--- src/hdl/dsched_pkg.sv ---
// Shared types and constants of the disk request scheduler.
// No dependencies; used by dsched_cell and the top level.
`default_nettype none

package dsched_pkg;

  // Fixed field widths of the ports
  localparam int BLOCK_W     = 31;
  localparam int PORT_TAG_W  = 16;
  localparam int COUNT_OUT_W = 5;

  // Parameter defaults
  localparam int QUEUE_DEPTH_DEF = 16;
  localparam int TAG_WIDTH_DEF   = 16;

  // Input word kinds
  localparam logic KIND_ENQUEUE = 1'b0;
  localparam logic KIND_PICK    = 1'b1;

  // Policy register codes
  localparam logic POLICY_FCFS = 1'b0;
  localparam logic POLICY_SSTF = 1'b1;

  // Per-cell control, decoded once in the top level
  typedef struct packed {
    logic occupied;  // cell holds a pending request
    logic load;      // write the incoming request into this cell
    logic shift;     // take the entry of the next cell
    logic sstf;      // nearest-block policy active
  } cell_ctl_t;

  // Search record handed from cell to cell
  typedef struct packed {
    logic               valid;
    logic [BLOCK_W-1:0] distance;
    logic [BLOCK_W-1:0] block;
    logic               write;
  } seek_rec_t;

endpackage

`default_nettype wire

--- src/hdl/dsched_cell.sv ---
// One queue slot of the disk request scheduler with its stage of the search chain.
// Depends on dsched_pkg.
`default_nettype none

module dsched_cell #(
  parameter int QUEUE_DEPTH = dsched_pkg::QUEUE_DEPTH_DEF,
  parameter int TAG_WIDTH   = dsched_pkg::TAG_WIDTH_DEF,
  parameter int IDX         = 0
) (
  input  wire                                    clk,
  input  wire                                    rst_n,
  input  dsched_pkg::cell_ctl_t                  ctl,
  input  wire  [dsched_pkg::BLOCK_W-1:0]         head,
  input  wire  [dsched_pkg::BLOCK_W-1:0]         ld_block,
  input  wire                                    ld_write,
  input  wire  [TAG_WIDTH-1:0]                   ld_tag,
  input  wire  [dsched_pkg::BLOCK_W-1:0]         nbr_block,
  input  wire                                    nbr_write,
  input  wire  [TAG_WIDTH-1:0]                   nbr_tag,
  output logic [dsched_pkg::BLOCK_W-1:0]         ent_block,
  output logic                                   ent_write,
  output logic [TAG_WIDTH-1:0]                   ent_tag,
  input  dsched_pkg::seek_rec_t                  rec_in,
  input  wire  [$clog2(QUEUE_DEPTH)-1:0]         rec_idx_in,
  input  wire  [TAG_WIDTH-1:0]                   rec_tag_in,
  output dsched_pkg::seek_rec_t                  rec_out,
  output logic [$clog2(QUEUE_DEPTH)-1:0]         rec_idx_out,
  output logic [TAG_WIDTH-1:0]                   rec_tag_out
);

  localparam int   IDX_W   = $clog2(QUEUE_DEPTH);
  localparam logic IS_HEAD = (IDX == 0);

  logic [dsched_pkg::BLOCK_W-1:0] block_r;
  logic                           write_r;
  logic [TAG_WIDTH-1:0]           tag_r;

  dsched_pkg::seek_rec_t          rec_r;
  logic [IDX_W-1:0]               rec_idx_r;
  logic [TAG_WIDTH-1:0]           rec_tag_r;

  logic [dsched_pkg::BLOCK_W:0]   diff_fwd;
  logic [dsched_pkg::BLOCK_W-1:0] diff_rev;
  logic [dsched_pkg::BLOCK_W-1:0] own_dist;
  logic                           take;

  // Distance from the head, absolute value
  always_comb begin
    diff_fwd = {1'b0, block_r} - {1'b0, head};
    diff_rev = head - block_r;
    own_dist = diff_fwd[dsched_pkg::BLOCK_W] ? diff_rev : diff_fwd[dsched_pkg::BLOCK_W-1:0];
  end

  // Strict compare keeps the earlier entry on a tie
  assign take = rec_in.valid && ctl.occupied &&
                (IS_HEAD || (ctl.sstf && (own_dist < rec_in.distance)));

  always_ff @(posedge clk) begin
    if (ctl.load) begin
      block_r <= ld_block;
      write_r <= ld_write;
      tag_r   <= ld_tag;
    end else if (ctl.shift) begin
      block_r <= nbr_block;
      write_r <= nbr_write;
      tag_r   <= nbr_tag;
    end
  end

  always_ff @(posedge clk) begin
    if (!rst_n) begin
      rec_r.valid <= 1'b0;
    end else begin
      rec_r.valid <= rec_in.valid;
    end
    if (take) begin
      rec_r.distance <= own_dist;
      rec_r.block    <= block_r;
      rec_r.write    <= write_r;
      rec_idx_r      <= IDX_W'(IDX);
      rec_tag_r      <= tag_r;
    end else begin
      rec_r.distance <= rec_in.distance;
      rec_r.block    <= rec_in.block;
      rec_r.write    <= rec_in.write;
      rec_idx_r      <= rec_idx_in;
      rec_tag_r      <= rec_tag_in;
    end
  end

  assign ent_block   = block_r;
  assign ent_write   = write_r;
  assign ent_tag     = tag_r;
  assign rec_out     = rec_r;
  assign rec_idx_out = rec_idx_r;
  assign rec_tag_out = rec_tag_r;

endmodule

`default_nettype wire

--- config.mk ---
export PLATFORM = sky130hd
export DESIGN_NAME = dsched_cell
export DESIGN_NICKNAME = d
export VERILOG_FILES = /design/src/hdl/dsched_pkg.sv /design/src/hdl/dsched_cell.sv
export SDC_FILE = /design/constraint.sdc
export NUM_CORES = 1
export LEC_CHECK = 0
export ABC_AREA = 0
export BUFFER_PORTS_ARGS = -buffer_cell sky130_fd_sc_hd__buf_2
export CAP_MARGIN = 20
export CORE_AREA = 2 2 148 150
export CTS_BUF_LIST = sky130_fd_sc_hd__clkbuf_8
export DETAILED_ROUTE_END_ITERATION = 8
export DIE_AREA = 0 0 150 152
export GPL_TIMING_DRIVEN = 0
export PLACE_DENSITY_LB_ADDON = 0.15
export SETUP_SLACK_MARGIN = 0.2
export SYNTH_ARGS = -nofsm -noshare
export SYNTH_HDL_FRONTEND = slang
export SYNTH_SLANG_ARGS = --single-unit
--- constraint.sdc ---
create_clock -name clk -period 5.2 [get_ports clk]
set_input_delay 0.26 -clock clk [delete_from_list [all_inputs] [get_ports clk]]
set_output_delay 0.26 -clock clk [all_outputs]
set_load 0.05 [all_outputs]
* Yosys cells after proc, flatten, opt, wreduce, memory -nomap -nowiden
Index checks and enable logic that the tools add are counted.
** Word-level totals
- Bits in registers :: 132
- Output and inout port bits :: 132
** Operators by class
- Add/sub/neg operators :: 2
- Multiplexer cells :: 9
- Reduce and logical (&&, ||, !) cells :: 2
** Operators by type and width (number)
- 31-bit two-way mux :: 3
- 63-bit two-way mux :: 1
- 16-bit two-way mux :: 3
- 31-bit by 31-bit subtractor with 32-bit output :: 1
- 31-bit subtractor :: 1
- 1-bit two-way mux :: 2
- 2-bit nonzero test :: 1
- 1-bit logical AND :: 1

* Depth between registers and ports, before layout
Gate-level depths: netlist of run 1.
- Word-level depth :: 3
- Gate-level depth with buffers :: 14
- Mapped depth without buffers :: 13

* Least setup slack after synthesis of run 1
Ideal clock, no wire load.
- Path kind :: flip-flop to flip-flop
- Start :: register block_r, in the netlist ent_block[0]
- End :: register rec_r, in the netlist rec_out[60]
- Data arrival time :: 3063 ps
- Required time :: 5072 ps
- Path slack :: 2010 ps
- Stages on the path, launching flop included :: 14
- Path buffers :: 0
- Cell sequence :: edfxtp_1 > inv_1 > ha_1 > inv_1 > fa_1 > a211oi_1 > o211ai_1 > a32oi_1 > a31oi_1 > a21o_1 > mux2_4 > a211o_1 > xnor2_1 > o21ai_1
** On the way
- Longest elaborated chain between the ends :: 3
** RTL lines
- start, declared :: line dsched_cell.sv:34 : logic [dsched_pkg::BLOCK_W-1:0] block_r;
- start signal, assigned :: line dsched_cell.sv:60 : block_r <= ld_block;
- start signal, assigned :: line dsched_cell.sv:64 : block_r <= nbr_block;
- 31-bit by 31-bit subtractor with 32-bit output or 31-bit subtractor (tied branches) :: line dsched_cell.sv:49, dsched_cell.sv:50
- 31-bit two-way mux * :: line dsched_cell.sv:51 : own_dist = diff_fwd[dsched_pkg::BLOCK_W] ? diff_rev : diff_fwd[dsched_pkg::BLOCK_W-1:0];
- 63-bit two-way mux * :: line dsched_cell.sv:76 : if (take) begin
- end, declared :: line dsched_cell.sv:38 : dsched_pkg::seek_rec_t rec_r;
Every way passes the cells marked *; elsewhere a longest branch is shown, timed or not.
A chain may end at the register's enable or synchronous reset.

* Worst setup path after layout of run 1
Ends and elaborated chain as after synthesis.

==> out/results.tsv, run 1 <==
metric	value	unit
fin_nets	1569	
synthSimpleGateAreaFrac	11.53	%
cts_made_buffers	17	
grt_pass1_vias	8008	
yosysUniqueCellTypes	66	
syn_to_final_growth	39.58	%
synth.area.mux_share	11.12	%
layout.cells.non_filler	1582	
p_per_area	327.5	nW/µm²
post_cts_buffers	0	
swShare	43.48	%
p_leak	5.432	nW
num_rows	54	
max_freq	265.5	MHz
drive_gt1_share	37.17	%
power_frac_seq	34.3	%
fin_crit_sh	72.44	%
antennaDiodeCount	0	
drt_pre_antenna_iters	5	
ios	349	
syn_area	7944	µm²
finClkSkew	0.01973	ns
required	5.53	ns
finalSetupViolations	0	
viasPerCell	4.989	
synth_ff_type	dfxtp_1	
drt_iter0_drc	420	
fin_tns_setup	0	ns
grt_overflow	0	
final_cell_mix	366 x buf_2, 96 x nand2_1, 87 x o21ai_0	
synth_warnings	0	
grt.total_usage	24.29	%
arrival	4.10	ns
ir_drop	174.3	µV
avgSynthCellArea	9.259	µm²
grt_pass1_wl	42.77	mm
outcome	complete, no violations	
synthesis.nets	1138	
multi_input_area	4337	µm²
routed_wl	27.82	mm
rsz0062_at_grt	no	
layout_setup_ws	1.433	ns
synth-seq-cells	132	
die_area	22800	µm²
nFillCells	2121	
cts_resized	0	
cts_sinks	132	
crit_fanout	3	
die_h	152	µm
syn_inst	858	
holdWs	0.02103	ns
num_vias	7892	
htreeDepth	4	
min_path_type	in -> reg	
core	21350	µm²
slew-limit-headroom	37.14	%
post-route-drc-count	0	
tightestPinTransition	0.9429	ns
clkPwrFrac	24.3	%
p_switching	1.579	mW
power	3.632	mW
hold_viol_final	0	
wl_per_cell	17.59	µm
layout_commonest_cell	buf_2	
cp-end-kind	flop	
synth_seq_area_share	39.31	%
final-seq-area	3123	µm²
period_needed	3.767	ns
die_w	150	µm
clockBufferDepth	2	
dp.cells	1485	
synth_compound_area_share	18.96	%
synthXorXnorAreaFrac	2.867	%
cts_tree	built	
async_reset_ff_share	0	%
synth_top_family_by_area	compound AO/OA/AOI/OAI gates	
internal_power	2.053	mW
synthAdderAreaFrac	10.11	%
antenna_found_initial	2	
synth_edf_count	48	
start_kind	flop	
cts-hold-fix-buffers	65	
initial_core_util	37.21	%
clk_latency	0.46	ns
slew_violations	0	
dp_hpwl	21.77	mm
worst-setup-path-type	reg -> reg	
clkSlewWorstSetupHoldPaths	0.09	ns
place_ws	1.576	ns
grt_start_max_net_pins	37	
gp_congestion	0.8775	
combPwrFrac	41.4	%
ant_nets	0	
portBuffers	346	
maxCapViolations	0	
cts_root_buf	clkbuf_8	
-- worst paths after layout --
path,from,endpoint,slack [ns],depth (start not counted)
worst min-delay path,rec_in[40],rec_out[40],0.02,3
worst max register to register,ent_block[0],rec_out[60],1.43,13
worst min register to register,ent_tag[5],rec_tag_out[5],0.51,1
worst max-delay path,ent_block[0],rec_out[60],1.43,13
-- layout make-up --
cell class,count,share of cell area [%]
Inverter,68,2.302
Clock buffer,17,2.110
Sequential cell,132,28.17
Buffer,48,2.065
Tap cell,280,3.160
Clock inverter,15,1.422
Timing Repair Buffer,412,21.67
Multi-Input combinational cell,610,39.11
-- Yosys cell counts (12+ instances only) --
| library cell | n | area, µm² |
|---|---|---|
| a21o_1 | 23 | 172.7 |
| a21oi_1 | 65 | 325.3 |
| buf_2 | 20 | 100.1 |
| clkbuf_1 | 19 | 71.32 |
| dfxtp_1 | 84 | 1682 |
| edfxtp_1 | 48 | 1441 |
| ha_1 | 61 | 763.2 |
| inv_1 | 68 | 255.2 |
| mux2_2 | 70 | 788.3 |
| nand2_1 | 96 | 360.4 |
| nand4_1 | 12 | 75.07 |
| nor2_1 | 27 | 101.4 |
| nor3_1 | 12 | 60.06 |
| o21ai_0 | 87 | 435.4 |
| xnor2_1 | 19 | 166.4 |
-- critical path, cell delays in order (launching register included) --
cell and delay [ns]:
edfxtp_1 0.51, inv_1 0.14, ha_1 0.21, inv_1 0.07, fa_1 0.41, a211oi_1 0.33, o211ai_1 0.20, a32oi_1 0.38
a31oi_1 0.25, a21o_1 0.23, mux2_4 0.28, a211o_1 0.31, xnor2_1 0.23, o21ai_1 0.09
-- flip-flops by register name, summed over array words and instances, names as in the netlist --
register / cells
rec_idx_out: 4
ent_block: 31
ent_write: 1
rec_out: 64
rec_tag_out: 16
ent_tag: 16
-- per-stage QoR --
step,cell area (µm²),util (%)
floorplan,7944,-
global placement,10030,46.96
detailed placement,10050,47.05
CTS,11090,51.93
global route,11090,51.93
finish,11090,51.93
-- power by group through the flow --
stage               Combinational, mW  Clock (mW)  Sequential [mW]
finish                           1.50       0.883             1.24
global route                     1.62       0.947             1.26
CTS                              1.50       0.904             1.25
detailed placement               1.45           0             1.27
global placement                 1.45           0             1.27
floorplan                       0.632           0             1.67
-- metal layers --
metal / share of wire, % / track usage [%] / wire length (µm) / vias to the layer above
li1: - / - / - / 3893
met1: 43 / 30.37 / 11900 / 3638
met2: 48 / 41.25 / 13480 / 330
met3: 7.0 / 5.736 / 1948 / 29
met4: 1.7 / 7.502 / 481 / 2
met5: 0.047 / 0 / 13 / -
-- cells by family after synthesis --
family / Yosys count
buffers and inverters: 116
flip-flops: 132
AND/OR/NAND/NOR: 195
multiplexers: 79
adder cells (fa/ha/maj): 63
XOR/XNOR: 26
AO/OA/AOI/OAI: 247
No activity file was read; power rests on OpenSTA's default activity.
==> inputs of run 2 (changes only) <==
- clock period: 5.2 -> 3.93 ns (I/O delays scaled with it)
==> out/results.tsv, run 2 (synthesis gave the netlist of run 1 again) <==
metric	value	unit	change
num_vias	8024		+1.7%
cp_cell_sequence	inv_1 -> ha_1 -> inv_1 -> fa_1 -> a211oi_1 -> o211ai_1 -> a32oi_2 -> a31oi_1 -> a21o_1 -> mux2_4 -> a211o_1 -> xnor2_1 -> o21ai_1		
max_freq	275.5	MHz	+3.8%
finClkSkew	0.02046	ns	+0.0007288 ns
drt_iter0_drc	433		+3.1%
grt.total_usage	24.59	%	+0.31 points
cts_made_buffers	17		unchanged
hp-start	ld_tag[4]		
required	4.26	ns	-1.27 ns
drive_gt1_share	36.54	%	-0.63 points
layout_commonest_cell	buf_2		
r2r_slack	0.30	ns	-1.13 ns
post-route-drc-count	0		unchanged
min_to	ent_tag[4]		
die_h	152	µm	unchanged
core	21350	µm²	unchanged
outcome	complete, no violations		
p_per_area	425.7	nW/µm²	+30%
arrival	3.96	ns	-0.14 ns
layout_setup_ws	0.2996	ns	-1.134 ns
start_kind	flop		
initial_core_util	37.21	%	unchanged
routed_wl	28.35	mm	+1.9%
worst-r2r-cell-count	13		unchanged
grt_start_max_net_pins	37		unchanged
dp.cells	1485		unchanged
num_rows	54		unchanged
r2r_end	rec_out[60]		
path_common_cell	inv_1		
die_w	150	µm	unchanged
place_ws	0.3064	ns	-1.270 ns
viasPerCell	4.984		about the same
final_cell_mix	366 x buf_2, 96 x nand2_1, 92 x dlygate4sd3_1		
clockBufferDepth	2		unchanged
min_path_type	in -> reg		
layout.cells.non_filler	1610		+1.8%
gp_congestion	0.8775		unchanged
fin_tns_setup	0	ns	unchanged
wl_per_cell	17.61	µm	+0.11%
r2r-start	ent_block[0]		
period_needed	3.630	ns	-0.1362 ns
htreeDepth	4		unchanged
slew-limit-headroom	39.29	%	+2.1 points
ios	349		unchanged
cpPeakStageDelay	0.51	ns	about the same
ant_nets	0		unchanged
crit_start	ent_block[0]		
antennaDiodeCount	0		unchanged
ir_drop	229.7	µV	+32%
crit_fanout	3		unchanged
clkSlewWorstSetupHoldPaths	0.11	ns	+0.02 ns
holdWs	0.02633	ns	+0.005298 ns
fin_nets	1597		+1.8%
grt_pass1_wl	43.30	mm	+1.2%
drt_pre_antenna_iters	4		-1
p_leak	5.555	nW	+2.3%
die_area	22800	µm²	unchanged
rsz0062_at_grt	yes		
cts_root_buf	clkbuf_8		
cpMaxStageDelayCell	edfxtp_1		
cp-end-kind	flop		
maxCapViolations	0		unchanged
worst-setup-path-type	reg -> reg		
tightestPinTransition	0.9106	ns	-0.03225 ns
worstHoldPathCells	2		-1
post-route-util	53.27	%	+1.3 points
syn_to_final_growth	43.17	%	
largest_reg_flops	64		unchanged
slew_violations	0		unchanged
portBuffers	346		unchanged
cts_tree	built		
grt_pass1_vias	8161		+1.9%
dp_hpwl	21.77	mm	unchanged
fin_crit_sh	92.38	%	+20 points
finalSetupViolations	0		unchanged
grt_overflow	0		unchanged
hold_viol_final	0		unchanged
cts_sinks	132		unchanged
antenna_found_initial	2		unchanged
clk_latency	0.46	ns	about the same
-- run 2: worst max path at each step --
stage | to | slack, ns
floorplan | rec_out[60] | 0.74
global placement | rec_out[60] | 0.32
detailed placement | rec_out[60] | 0.31
CTS | rec_out[60] | 0.27
global route | rec_out[60] | 0.18
finish | rec_out[60] | 0.30
-- run 2: power by group --
group / switching, mW / internal [mW] / leakage [nW]
combinational: 1.34 / 0.680 / 4.16
sequential: 0.0695 / 1.58 / 1.20
clock: 0.693 / 0.479 / 0.197
-- run 2: repair_timing --
item,in CTS,in global routing
hold buffers,91,1
setup endpoints to repair,0,2
hold endpoints to repair,88,1
buffers inserted,0,1
resized for setup,0,1
-- run 2: cell type report --
type,count,area (µm²)
repair buffers,440,2680
multi-input cells,610,4344
fillers,2082,9977
plain buffers,48,229.0
clock buffers,17,234.0
flip-flops and latches,132,3123
well taps,280,350.3
clock inverters,15,157.7
inverters,68,255.2
-- run 2: metal layers --
metal,global-route usage [%],vias up,share of wire (%)
met5,0,-,0.046
met4,7.996,2,2.1
met3,5.826,42,7.5
met2,42.20,341,49
met1,30.20,3688,42
li1,-,3951,-
-- run 2: critical path: cells and delay by family, from the launching register on --
family,cells,cell delay [ns]
mux,1,0.28
compound gates,7,1.67
fa+ha+maj,2,0.63
buf+inv,2,0.21
xor+xnor,1,0.20
flops,1,0.51
-- run 2: stage by stage --
step	cell area [µm²]	power (mW)
6_report	11370	4.842
3_5_place_dp	10050	3.606
3_3_place_gp	10030	3.594
2_1_floorplan	7944	3.044
4_1_cts	11350	4.850
5_1_grt	11370	5.091
